**src/hw/rtl/acpc_pkg.sv**
```systemverilog
package acpc_pkg;

	localparam int MaxNodes    = 1024;
	localparam int MaxPatterns = 64;
	localparam int Alphabet    = 26;
	localparam int CountBits   = 24;

	localparam logic [2:0] CMD_PATTERN = 3'd0;
	localparam logic [2:0] CMD_BUILD   = 3'd1;
	localparam logic [2:0] CMD_TEXT    = 3'd2;
	localparam logic [2:0] CMD_REPORT  = 3'd3;
	localparam logic [2:0] CMD_CLEAR   = 3'd4;

	localparam logic [1:0] ST_OK       = 2'd0;
	localparam logic [1:0] ST_NODES    = 2'd1;
	localparam logic [1:0] ST_PATTERNS = 2'd2;
	localparam logic [1:0] ST_PHASE    = 2'd3;

	typedef enum logic [4:0] {
		S_CLEAR,
		S_IDLE,
		S_PAT_RD,
		S_PAT_WR,
		S_TEXT_RD,
		S_TEXT_CNT,
		S_TEXT_WR,
		S_B_POP,
		S_B_POPW,
		S_B_RD,
		S_B_FRD,
		S_B_WR,
		S_R_POP,
		S_R_RDV,
		S_R_RDF,
		S_R_WR,
		S_P_END,
		S_P_CNT,
		S_P_OUT,
		S_Z_PASS,
		S_RESULT
	} state_t;

	// controller to datapath
	typedef struct packed {
		logic clear_step;    // sweep one entry, advance clear index
		logic clear_start;
		logic pat_rd;        // read goto at cursor,symbol
		logic pat_wr;        // commit pattern symbol
		logic text_rd;
		logic text_cnt;
		logic text_wr;
		logic b_init;
		logic b_pop;
		logic b_popw;
		logic b_rd;
		logic b_frd;
		logic b_wr;
		logic r_init;
		logic r_pop;
		logic r_rdv;
		logic r_rdf;
		logic r_wr;
		logic p_init;
		logic p_end;
		logic p_cnt;
		logic p_next;
		logic z_init;
		logic z_step;
		logic set_built;
		logic latch_in;
	} cmd_t;

	// datapath to controller
	typedef struct packed {
		logic clear_done;
		logic built;
		logic cursor_root;
		logic pat_full;
		logic node_full;
		logic goto_zero;
		logic sym_bad;
		logic b_done;
		logic b_sym_last;
		logic r_done;
		logic p_last;
		logic no_pat;
		logic z_done;
	} stat_t;

endpackage

```
**src/hw/rtl/acpc_ctrl.sv**
```systemverilog
module acpc_ctrl
	import acpc_pkg::*;
(
	input  logic        clk,
	input  logic        arst_n,
	input  logic        in_valid,
	output logic        in_stall,
	input  logic [2:0]  cmd,
	input  logic        last,
	input  stat_t       st,
	input  logic [5:0]  r_index,
	input  logic [23:0] r_count,
	output cmd_t        c,
	output logic        out_valid,
	input  logic        out_stall,
	output logic [5:0]  pattern_index,
	output logic [23:0] count,
	output logic        last_res,
	output logic [1:0]  status
);
	state_t state_q, state_d;
	logic   last_q;
	logic   ov_q;
	logic   ld;
	logic [5:0]  oi_d;
	logic [23:0] oc_d;
	logic        ol_d;
	logic [1:0]  os_d;
	logic        idle_take;

	assign in_stall  = (state_q != S_IDLE);
	assign idle_take = (state_q == S_IDLE) && in_valid;
	assign out_valid = ov_q;

	always_ff @(posedge clk or negedge arst_n) begin
		if (!arst_n) state_q <= S_CLEAR;
		else         state_q <= state_d;
	end

	always_comb begin
		state_d = state_q;
		c = '0;
		ld = 1'b0;
		oi_d = '0;
		oc_d = '0;
		ol_d = 1'b1;
		os_d = ST_OK;
		unique case (state_q)
			S_CLEAR: begin
				c.clear_step = 1'b1;
				if (st.clear_done) state_d = S_RESULT;
			end
			S_IDLE: begin
				if (in_valid) begin
					c.latch_in = 1'b1;
					unique case (cmd)
						CMD_PATTERN: state_d = S_PAT_RD;
						CMD_BUILD: begin
							if (st.built || !st.cursor_root) begin
								ld = 1'b1; os_d = ST_PHASE; state_d = S_RESULT;
							end else begin
								c.b_init = 1'b1; state_d = S_B_POP;
							end
						end
						CMD_TEXT: state_d = S_TEXT_RD;
						CMD_REPORT: begin
							if (!st.built) begin
								ld = 1'b1; os_d = ST_PHASE; state_d = S_RESULT;
							end else begin
								c.r_init = 1'b1; state_d = S_R_POP;
							end
						end
						CMD_CLEAR: begin
							c.clear_start = 1'b1;
							ld = 1'b1;
							state_d = S_CLEAR;
						end
						default: state_d = S_IDLE;
					endcase
				end
			end
			S_PAT_RD: begin
				if (st.built || st.sym_bad) begin
					ld = 1'b1; os_d = ST_PHASE; state_d = S_RESULT;
				end else if (st.pat_full) begin
					ld = 1'b1; os_d = ST_PATTERNS; state_d = S_RESULT;
				end else begin
					c.pat_rd = 1'b1; state_d = S_PAT_WR;
				end
			end
			S_PAT_WR: begin
				if (st.goto_zero && st.node_full) begin
					ld = 1'b1; os_d = ST_NODES; state_d = S_RESULT;
				end else begin
					c.pat_wr = 1'b1;
					c.latch_in = last_q;
					if (last_q) begin
						ld = 1'b1; oi_d = r_index; state_d = S_RESULT;
					end else state_d = S_IDLE;
				end
			end
			S_TEXT_RD: begin
				if (!st.built || st.sym_bad) begin
					ld = 1'b1; os_d = ST_PHASE; state_d = S_RESULT;
				end else state_d = S_TEXT_CNT;
			end
			S_TEXT_CNT: begin c.text_cnt = 1'b1; state_d = S_TEXT_WR; end
			S_TEXT_WR:  begin c.text_wr = 1'b1; state_d = S_IDLE; end
			S_B_POP: begin
				if (st.b_done) begin
					c.set_built = 1'b1; ld = 1'b1; state_d = S_RESULT;
				end else begin
					c.b_pop = 1'b1; state_d = S_B_POPW;
				end
			end
			S_B_POPW: begin c.b_popw = 1'b1; state_d = S_B_RD; end
			S_B_RD:   begin c.b_rd = 1'b1; state_d = S_B_FRD; end
			S_B_FRD:  begin c.b_frd = 1'b1; state_d = S_B_WR; end
			S_B_WR: begin
				c.b_wr = 1'b1;
				state_d = st.b_sym_last ? S_B_POP : S_B_RD;
			end
			S_R_POP: begin
				if (st.r_done) begin
					c.p_init = 1'b1; state_d = S_P_END;
				end else begin
					c.r_pop = 1'b1; state_d = S_R_RDV;
				end
			end
			S_R_RDV: begin c.r_rdv = 1'b1; state_d = S_R_RDF; end
			S_R_RDF: begin c.r_rdf = 1'b1; state_d = S_R_WR; end
			S_R_WR:  begin c.r_wr = 1'b1; state_d = S_R_POP; end
			S_P_END: begin
				if (st.no_pat) begin
					c.z_init = 1'b1; ld = 1'b1; state_d = S_Z_PASS;
				end else begin
					c.p_end = 1'b1; state_d = S_P_CNT;
				end
			end
			S_P_CNT: begin c.p_cnt = 1'b1; state_d = S_P_OUT; end
			S_P_OUT: begin
				c.p_cnt = 1'b1;
				if (!ov_q || !out_stall) begin
					ld = 1'b1; oi_d = r_index; oc_d = r_count; ol_d = st.p_last;
					if (st.p_last) begin
						c.z_init = 1'b1; state_d = S_Z_PASS;
					end else begin
						c.p_next = 1'b1; state_d = S_P_END;
					end
				end
			end
			S_Z_PASS: begin
				c.z_step = 1'b1;
				if (st.z_done) state_d = S_RESULT;
			end
			S_RESULT: if (!ov_q) state_d = S_IDLE;
			default: state_d = S_IDLE;
		endcase
	end

	always_ff @(posedge clk or negedge arst_n) begin
		if (!arst_n) begin
			ov_q <= 1'b0;
		end else if (ld && !(state_q == S_CLEAR)) begin
			ov_q <= 1'b1;
		end else if (!out_stall) begin
			ov_q <= 1'b0;
		end
	end

	always_ff @(posedge clk) begin
		if (idle_take) last_q <= last;
		if (ld) begin
			pattern_index <= oi_d;
			count <= oc_d;
			last_res <= ol_d;
			status <= os_d;
		end
	end

`ifndef ASSERT_OFF
	a_no_take_busy: assert property (@(posedge clk) disable iff (!arst_n)
		state_q != S_IDLE |-> in_stall) else $error("item taken while busy");
	a_ld_free: assert property (@(posedge clk) disable iff (!arst_n)
		(ld && state_q == S_P_OUT) |-> (!ov_q || !out_stall)) else $error("result overwritten");
	a_hold: assert property (@(posedge clk) disable iff (!arst_n)
		(out_valid && out_stall) |=> out_valid) else $error("result dropped");
`endif

endmodule
```
**config.mk**
```make
export PLATFORM = sky130hd
export DESIGN_NAME = acpc_ctrl
export DESIGN_NICKNAME = d
export VERILOG_FILES = /design/src/hw/rtl/acpc_pkg.sv /design/src/hw/rtl/acpc_ctrl.sv
export SDC_FILE = /design/constraint.sdc
export NUM_CORES = 1
export LEC_CHECK = 0
export BUFFER_PORTS_ARGS = -buffer_cell sky130_fd_sc_hd__buf_4
export CORE_MARGIN = 4
export CORE_UTILIZATION = 27
export CTS_CLUSTER_DIAMETER = 120
export DETAILED_ROUTE_END_ITERATION = 10
export PLACE_DENSITY_LB_ADDON = 0.08
export SLEW_MARGIN = 20
export SYNTH_ARGS = -nofsm -noshare
export SYNTH_HDL_FRONTEND = slang
export SYNTH_SLANG_ARGS = --single-unit
```
**constraint.sdc**
```tcl
create_clock -name clk -period 3.45 [get_ports clk]
set_clock_uncertainty 0.2 [all_clocks]
set_input_delay 0.1725 -clock clk [delete_from_list [all_inputs] [get_ports clk]]
set_output_delay 0.1725 -clock clk [all_outputs]
set_load 0.005 [all_outputs]
```
==> flow_metrics.env, run 1 <==
export IMPL_drcViolationCount=0
export IMPL_cts_htree_levels=2
export IMPL_grt_pass1_wl_mm=11.0
export IMPL_area_delta_synth_final_pct=59.3
export IMPL_clkSlewWorstSetupHoldPaths_ps=80
export IMPL_yosysSeqAreaShare=0.525
export IMPL_wl_per_cell_um=15.3
export IMPL_rsz0062_at_grt="no"
export IMPL_coreArea_um2=7890
export IMPL_synthCells=219
export IMPL_cts_buffers=5
export IMPL_ys_warn_count=0
export IMPL_root_buffer="clkbuf_8"
export IMPL_ys_types=50
export IMPL_synth_flop_cell="edfxtp_1"
export IMPL_cp_max_fo=19
export IMPL_r2r_slack_ps=710
export IMPL_antenna_left=0
export IMPL_stdcell_area_um2=3550
export IMPL_num_vias=2149
export IMPL_startpoint_type="register"
export IMPL_drive_above_1_share=0.360
export IMPL_finalCritPeriodShare=0.804
export IMPL_clk_latency_ps=290
export IMPL_clkSinkCount=40
export IMPL_dieArea_um2=9780
export IMPL_placed_cells=418
export IMPL_placementRows=32
export IMPL_first_pass_iters=4
export IMPL_power_frac_comb=0.456
export IMPL_p_int_w=0.00164
export IMPL_port_buffers=110
export IMPL_layout_common_cells="buf_4, edfxtp_1, dlygate4sd3_1"
export IMPL_hpwl_mm=5.33
export IMPL_die_h_um=98.9
export IMPL_end_kind="output port"
export IMPL_cts_tree="done"
export IMPL_setup_tns_final_ps=0
export IMPL_hold_start="out_stall"
export IMPL_switchingPower_w=0.000918
export IMPL_antenna_found_initial=0
export IMPL_worstSetupPathType="register to output port"
export IMPL_arrival_ps=2400
export IMPL_multi_input_area_um2=953
export IMPL_ys_ff_latch=40
export IMPL_reg2reg_to="count[6]$_SDFFCE_PN0P_"
export IMPL_power_density_nw_per_um2=720
export IMPL_synth_edf_count=34
export IMPL_postCtsSetupBuffers=0
export IMPL_gp_congestion=0.864
export IMPL_synthesis_nets=270
export IMPL_drt_iter0_markers=93
export IMPL_setup_viol_count_final=0
export IMPL_start_util=0.283
export IMPL_clock_path_buffers=2
export IMPL_antenna_cells=0
export IMPL_p_clk_frac=0.152
export IMPL_hold_end="out_valid$_DFFE_PN0P_"
export IMPL_ctsResizeCount=0
export IMPL_cp_slowest_cell="dfrtp_1"
export IMPL_path_cells="nor3b_1 > and3_1 > nand2_1 > inv_1 > buf_4"
export IMPL_power_switching_share=0.359
export IMPL_min_path_cells=3
export IMPL_viasPerCell=4.69
export IMPL_grt_pass1_vias=2230
export IMPL_outcome="completed"
export IMPL_synth_async_sr_flop_share=0.150
export IMPL_avgSynthCellArea_um2=10.2
export IMPL_finalCriticalPeriod_ps=2780
export IMPL_p_leak_nw=1.54
export IMPL_seqCellArea_um2=1170
export IMPL_grt_max_degree=35
export IMPL_ios=112
export IMPL_syn_cell_area_um2=2230
export IMPL_nFillCells=779
export IMPL_die_x_um=98.9
export IMPL_p_seq_frac=0.392
export IMPL_min_path_type="input port to register"
export IMPL_relSlewSlack=0.536
export IMPL_gr_total_overflow=0
export IMPL_hold_viol=0
export IMPL_whs_ps=6.35
export IMPL_cpPeakStageDelay_ps=670
export IMPL_fmaxAchievable_mhz=360
export IMPL_vdd_drop_max_mv=0.277
export IMPL_worstMarginPinSlew_ps=694
export IMPL_drt_total_wl_mm=7.01
export IMPL_rr_startpoint="state_q[2]$_DFFE_PN0P_"
export IMPL_placed_area_um2=3120
export IMPL_final_common_cell="buf_4"
export IMPL_nNetsFinal=406
export IMPL_stdcell_count=458
export IMPL_drv_slew=0
export IMPL_track_usage=0.141
export IMPL_cap_violations=0
export IMPL_cp_required_ps=3080
export IMPL_rr_worst_depth=4
-- through the flow --
stage | total power (W) | util | setup slack [ps]
2_1_floorplan | 0.00158 | - | 1110
3_3_place_gp | 0.00220 | 0.395 | 719
3_5_place_dp | 0.00217 | 0.395 | 729
4_1_cts | 0.00259 | 0.450 | 672
5_1_grt | 0.00273 | 0.450 | 435
6_report | 0.00256 | 0.450 | 675
-- worst max path at each step --
stage,from,end,depth (start not counted)
floorplan,state_q[2]$_DFFE_PN0P_,out_valid$_DFFE_PN0P_,6
global placement,state_q[2]$_DFFE_PN0P_,out_valid$_DFFE_PN0P_,5
detailed placement,state_q[2]$_DFFE_PN0P_,out_valid$_DFFE_PN0P_,5
CTS,state_q[4]$_DFFE_PN0P_,c[4],5
global route,state_q[4]$_DFFE_PN0P_,c[4],5
finish,state_q[4]$_DFFE_PN0P_,c[4],5
-- layout make-up --
type	instances	area share
Tap cell	102	0.0359
Clock buffer	5	0.0194
Timing Repair Buffer	143	0.325
Inverter	8	0.00846
Multi-Input combinational cell	157	0.268
Sequential cell	40	0.330
Clock inverter	3	0.0130
-- Yosys cell counts (2+ instances only) --
cell / n / area share
a21oi_1: 5 / 0.011
inv_1: 8 / 0.013
and4_4: 2 / 0.010
nor4_1: 2 / 0.0056
o22ai_1: 2 / 0.0056
buf_4: 3 / 0.010
and2_1: 30 / 0.084
nand4_1: 2 / 0.0056
o311ai_0: 2 / 0.0079
a211oi_1: 2 / 0.0067
nand2_1: 18 / 0.030
a32oi_1: 2 / 0.0079
a31oi_1: 2 / 0.0056
nor2_1: 16 / 0.027
a22oi_1: 2 / 0.0067
or3_1: 4 / 0.011
nor3_1: 10 / 0.022
buf_2: 2 / 0.0045
edfxtp_1: 34 / 0.46
dfrtp_1: 6 / 0.067
nand3_1: 7 / 0.016
nor3b_1: 2 / 0.0067
clkbuf_1: 7 / 0.012
nand2b_1: 6 / 0.017
nor2b_1: 10 / 0.028
o21ai_0: 9 / 0.020
-- power groups by stage --
stage / sequential [W] / combinational [W] / clock, W
2_1_floorplan: 0.000949 / 0.000634 / 0
3_3_place_gp: 0.00102 / 0.00118 / 0
3_5_place_dp: 0.00101 / 0.00116 / 0
4_1_cts: 0.00100 / 0.00119 / 0.000404
5_1_grt: 0.00103 / 0.00128 / 0.000422
6_report: 0.00100 / 0.00117 / 0.000388
-- per-layer routing --
layer,track usage,part of all wire
met1,0.169,0.41
met2,0.247,0.50
met3,0.0418,0.084
met4,0.0357,0.011
met5,0,0
-- state kept, by name, summed over array words and instances (netlist names) --
signal,count
out_valid,1
pattern_index,6
status,2
last_res,1
state_q,5
count,24
last_q,1
-- worst max-delay path: cells and delay by family (launching register included) --
kind | cells | cell delay (ps)
flip-flops | 1 | 670
buffers and inverters | 2 | 170
AND/OR/NAND/NOR | 3 | 1260
-- cell families after synthesis --
kind of cell / count (synthesis) / share of synthesized area
muxes: 2 / 0.0112
DFF: 40 / 0.525
and+or+nand+nor: 120 / 0.310
AOI/OAI and AO/OA: 34 / 0.104
buffers and inverters: 22 / 0.0471
other: 1 / 0.00168
-- repair_timing --
| item | 4_1_cts | 5_1_grt |
|---|---|---|
| setup endpoints to repair | 0 | 0 |
| hold buffers | 32 | 0 |
| endpoints found under the hold margin | 37 | 0 |
(Power assumes the default switching activity.)
==> inputs of run 2 (changes only) <==
==> constraint.sdc (replaced) <==
create_clock -name clk -period 2.4 [get_ports clk]
set_clock_uncertainty 0.2 [all_clocks]
set_input_delay 0.12 -clock clk [delete_from_list [all_inputs] [get_ports clk]]
set_output_delay 0.12 -clock clk [all_outputs]
set_load 0.005 [all_outputs]
==> run 2 against run 1 <==
Hold slack better by 0.68 ps; cell count rose by 5.9%; utilization is 2.9 points higher; sequential share of layout area decreased by 2.0 points; setup slack got worse by 530 ps; combinational power increased by 77%; largest power group unchanged.
==> flow_metrics.env, run 2 (synthesis gave the netlist of run 1 again) <==
export IMPL_outcome="completed"
export IMPL_ios=112
export IMPL_fmaxAchievable_mhz=443
export IMPL_cts_buffers=5
export IMPL_clkSinkCount=40
export IMPL_arrival_ps=2110
export IMPL_drt_iter0_markers=109
export IMPL_worstSetupPathType="register to register"
export IMPL_placed_cells=442
export IMPL_layout_common_cells="buf_4, dlygate4sd3_1, edfxtp_1"
export IMPL_area_delta_synth_final_pct=69.4
export IMPL_min_path_type="input port to register"
export IMPL_gp_congestion=0.888
export IMPL_crit_cells=6
export IMPL_drcViolationCount=0
export IMPL_grt_pass1_vias=2306
export IMPL_cp_required_ps=2250
export IMPL_cp_slowest_cell="or4b_4"
export IMPL_power_density_nw_per_um2=1050
export IMPL_pre_cts_slack_ps=162
export IMPL_finalCritPeriodShare=0.940
export IMPL_setup_slack_ps=145
export IMPL_clock_path_buffers=2
export IMPL_cpPeakStageDelay_ps=530
export IMPL_start_util=0.283
export IMPL_min_path_cells=3
export IMPL_setup_tns_final_ps=0
export IMPL_cap_violations=0
export IMPL_path_cells="buf_4 > nor2b_1 > nand4_1 > o22a_1 > or4b_4 > buf_4"
export IMPL_clk_latency_ps=280
export IMPL_final_common_cell="buf_4"
export IMPL_top_register="count"
export IMPL_p_leak_nw=1.67
export IMPL_drv_slew=0
export IMPL_vdd_drop_max_mv=0.344
export IMPL_die_h_um=98.9
export IMPL_hpwl_mm=5.68
export IMPL_placementRows=32
export IMPL_cts_tree="done"
export IMPL_antenna_found_initial=0
export IMPL_gr_total_overflow=0
export IMPL_setup_viol_count_final=0
export IMPL_startpoint_type="register"
export IMPL_largest_reg_flops=24
export IMPL_first_pass_iters=4
export IMPL_coreArea_um2=7890
export IMPL_wl_per_cell_um=15.1
export IMPL_top_regs="count: 24 flops, pattern_index: 6 flops, state_q: 5 flops"
export IMPL_cp_max_fo=11
export IMPL_root_buffer="clkbuf_8"
export IMPL_rr_worst_depth=6
export IMPL_antenna_cells=0
export IMPL_clkSlewWorstSetupHoldPaths_ps=80
export IMPL_stdcell_count=485
export IMPL_rsz0062_at_grt="no"
export IMPL_cts_htree_levels=2
export IMPL_port_buffers=110
export IMPL_end_kind="register"
export IMPL_grt_pass1_wl_mm=11.7
export IMPL_postCtsSetupBuffers=0
export IMPL_crit_family="simple AND/OR/NAND/NOR gates"
export IMPL_antenna_left=0
export IMPL_track_usage=0.148
export IMPL_drt_total_wl_mm=7.31
export IMPL_drive_above_1_share=0.399
export IMPL_viasPerCell=4.58
export IMPL_finalCriticalPeriod_ps=2260
export IMPL_nNetsFinal=433
export IMPL_dieArea_um2=9780
export IMPL_num_vias=2219
export IMPL_cp_num_buf_inv=2
export IMPL_hold_viol=0
export IMPL_die_x_um=98.9
export IMPL_grt_max_degree=22
export IMPL_cpMostUsedCell="buf_4"
## run 2: layout make-up
class | instances | area, µm²
Fill cell | 746 | 4110
Timing Repair Buffer | 170 | 1380
Sequential cell | 40 | 1170
Multi-Input combinational cell | 157 | 956
Tap cell | 102 | 128
Clock buffer | 5 | 68.8
Clock inverter | 3 | 46.3
Inverter | 8 | 30.0
## run 2: tightest hold or removal path, delay by kind of cell
kind | cells | cell delay [ps]
and+or+nand+nor | 1 | 40
AOI/OAI and AO/OA | 1 | 200
buffers and inverters | 1 | 100
## run 2: final timing paths
check / startpoint / end / slack (ps)
min in group asynchronous: arst_n / state_q[0]$_DFFE_PN0P_ / 590
worst min register to register: last_q$_DFFE_PP_ / state_q[0]$_DFFE_PN0P_ / 470
worst min-delay path: st[5] / state_q[3]$_DFFE_PN0P_ / 7
max in group asynchronous: arst_n / state_q[2]$_DFFE_PN0P_ / 1180
worst max-delay path: state_q[0]$_DFFE_PN0P_ / count[19]$_SDFFCE_PN0P_ / 140
worst max register to register: state_q[0]$_DFFE_PN0P_ / count[19]$_SDFFCE_PN0P_ / 140
## run 2: metrics by stage
stage | hold slack (ps) | cell area [µm²] | total power (W) | utilization
final | 7.03 | 3780 | 0.00398 | 0.479
after global routing | 24.3 | 3780 | 0.00424 | 0.479
after CTS | 2.66 | 3770 | 0.00401 | 0.478
after detailed placement | -264 | 3310 | 0.00340 | 0.419
after global placement | -263 | 3310 | 0.00342 | 0.419
after floorplan | -376 | 2230 | 0.00228 | -
## run 2: power by group
| group | switching (W) | internal [W] |
|---|---|---|
| Sequential | 0.000145 | 0.00121 |
| Combinational | 0.000993 | 0.00107 |
| Clock | 0.000241 | 0.000313 |
## run 2: routing by layer
layer	share of wire	routed length, µm	track usage
met1	0.44	3210	0.190
met3	0.061	448	0.0340
met2	0.49	3590	0.252
met5	0	0	0
met4	0.0089	65	0.0336
## run 2: repair_timing
item / CTS / global route
hold buffers: 35 / 0
gates resized for setup: 0 / 1
hold endpoints to repair: 39 / 0
endpoints found under the setup margin: 0 / 1
==> inputs of run 3 (changes only) <==
--- a/config.mk
+++ b/config.mk
@@ -8,6 +8,7 @@
 export BUFFER_PORTS_ARGS = -buffer_cell sky130_fd_sc_hd__buf_4
 export CORE_MARGIN = 4
 export CORE_UTILIZATION = 27
+export CTS_BUF_LIST = sky130_fd_sc_hd__clkbuf_4 sky130_fd_sc_hd__clkbuf_8 sky130_fd_sc_hd__clkbuf_16
 export CTS_CLUSTER_DIAMETER = 120
 export DETAILED_ROUTE_END_ITERATION = 10
 export PLACE_DENSITY_LB_ADDON = 0.08
==> constraint.sdc (replaced) <==
create_clock -name clk -period 2.4 [get_ports clk]
set_clock_uncertainty 0.2 [all_clocks]
set_input_delay 0.24 -clock clk [delete_from_list [all_inputs] [get_ports clk]]
set_output_delay 0.24 -clock clk [all_outputs]
set_load 0.005 [all_outputs]
==> run 3 against run 2 <==
Non-clock buffer count decreased by 33; die area unchanged; register-to-register slack got worse by 20 ps; power decreased by 2.9%; utilization decreased by 4.1 points; clock power decreased by 20%; hold slack improved by 19 ps; design area decreased by 8.6%; wire length decreased by 2.4%; via count decreased by 4.8%; sequential power about the same; critical path type is now register to output port; highest routed layer unchanged.
==> flow_metrics.env, run 3 (synthesis gave the netlist of run 1 again) <==
export IMPL_final_common_cell="buf_4"
export IMPL_power_density_nw_per_um2=1120
export IMPL_cts_tree="done"
export IMPL_rr_startpoint="state_q[2]$_DFFE_PN0P_"
export IMPL_cts_htree_levels=2
export IMPL_worstSetupPathType="register to output port"
export IMPL_grt_max_degree=20
export IMPL_hold_viol=0
export IMPL_clkSlewWorstSetupHoldPaths_ps=80
export IMPL_rr_worst_depth=5
export IMPL_drt_total_wl_mm=7.13
export IMPL_drcViolationCount=0
export IMPL_min_path_cells=2
export IMPL_clkSinkCount=40
export IMPL_drv_slew=0
export IMPL_gr_total_overflow=0
export IMPL_setup_viol_count_final=0
export IMPL_die_x_um=98.9
export IMPL_gp_congestion=0.868
export IMPL_ios=112
export IMPL_clock_path_buffers=2
export IMPL_cp_max_fo=6
export IMPL_placementRows=32
export IMPL_antenna_left=0
export IMPL_fmaxAchievable_mhz=438
export IMPL_antenna_found_initial=0
export IMPL_track_usage=0.142
export IMPL_p_leak_nw=1.53
export IMPL_use_met2=0.238
export IMPL_grt_pass1_vias=2197
export IMPL_root_buffer="clkbuf_8"
export IMPL_port_buffers=110
export IMPL_finalCritPeriodShare=0.952
export IMPL_hpwl_mm=5.79
export IMPL_top_regs="count: 24 flops, pattern_index: 6 flops, state_q: 5 flops"
export IMPL_cts_buffers=5
export IMPL_use_met1=0.182
export IMPL_cp_startpoint="state_q[3]$_DFFE_PN0P_"
export IMPL_clk_latency_ps=280
export IMPL_layout_common_cells="buf_4, edfxtp_1, and2_1"
export IMPL_cp_required_ps=1960
export IMPL_use_met3=0.0304
export IMPL_die_h_um=98.9
export IMPL_largest_reg_flops=24
export IMPL_stdcell_area_um2=3450
export IMPL_nFillCells=795
export IMPL_start_util=0.283
export IMPL_postCtsSetupBuffers=0
export IMPL_drive_above_1_share=0.449
export IMPL_power_w=0.00386
export IMPL_cap_violations=0
export IMPL_top_register="count"
export IMPL_grt_busiest_layer="met2"
export IMPL_arrival_ps=1850
export IMPL_drt_iter0_markers=73
export IMPL_coreArea_um2=7890
export IMPL_startpoint_type="register"
export IMPL_first_pass_iters=4
export IMPL_nNetsFinal=400
export IMPL_outcome="completed"
export IMPL_dieArea_um2=9780
export IMPL_num_vias=2113
export IMPL_end_kind="output port"
export IMPL_vdd_drop_max_mv=0.330
export IMPL_hold_start="r_count[11]"
export IMPL_wl_per_cell_um=15.8
export IMPL_min_path_type="input port to register"
export IMPL_viasPerCell=4.67
export IMPL_grt_pass1_wl_mm=11.1
export IMPL_finalCriticalPeriod_ps=2290
export IMPL_antenna_cells=0
export IMPL_placed_area_um2=3320
export IMPL_area_delta_synth_final_pct=54.8
run 3: cell types whose count changed in the layout (fill, tap and decap cells not counted), moves of 2 or more:
cell           before  now
dfrtp_1             6    4
dfrtp_2             0    2
dlygate4sd3_1      35    2
nor3b_1             2    0
nor3b_2             0    2
run 3: path summary, 6_finish.rpt:
path                                           end  slack (ps)
max in group asynchronous   state_q[3]$_DFFE_PN0P_        1780
min in group asynchronous   state_q[1]$_DFFE_PN0P_          90
min                        count[11]$_SDFFCE_PN0P_          30
max reg2reg                 count[1]$_SDFFCE_PN0P_         120
max                                           c[0]         110
min reg2reg                 state_q[2]$_DFFE_PN0P_         480
run 3: timing repair:
action,CTS,global route
endpoints found under the hold margin,7,0
hold buffers,2,0
resized for setup,0,6
endpoints found under the setup margin,0,39
run 3: worst max-delay path: stages, from the launching register on:
cell and delay [ps]:
dfrtp_2 470, or3_1 420, buf_4 190, nor3b_2 190, nand2_1 110, nand2_1 80, buf_4 110
run 3: per-layer routing:
metal | part of all wire | wire length, µm
met1 | 0.43 | 3090
met2 | 0.49 | 3460
met3 | 0.072 | 514
met4 | 0.0086 | 61
met5 | 0 | 0
run 3: per-stage QoR:
| stage | hold slack (ps) | worst slack [ps] | utilization | TNS, ps | std cells |
|---|---|---|---|---|---|
| finish | 25.7 | 115 | 0.438 | 0 | 452 |
| global route | 20.0 | -1.21 | 0.438 | -1.21 | 452 |
| CTS | 17.5 | 17.4 | 0.435 | 0 | 452 |
| detailed placement | -146 | 65.4 | 0.421 | 0 | 442 |
| global placement | -144 | 70.1 | 0.421 | 0 | 442 |
| floorplan | -256 | 61.8 | - | 0 | 219 |
run 3: cell type report:
type                            count  area [µm²]  area share
Clock buffer                        6        76.3      0.0221
Multi-Input combinational cell    157         972       0.282
Clock inverter                      2        12.5     0.00363
Timing Repair Buffer              137        1060       0.307
Sequential cell                    40        1170       0.340
Tap cell                          102         128      0.0370
Inverter                            8        30.0     0.00870
run 3: where the power goes:
part           switching, W  internal, W
registers          0.000156      0.00122
clock network      0.000231     0.000215
logic              0.000991      0.00106
total               0.00138      0.00249
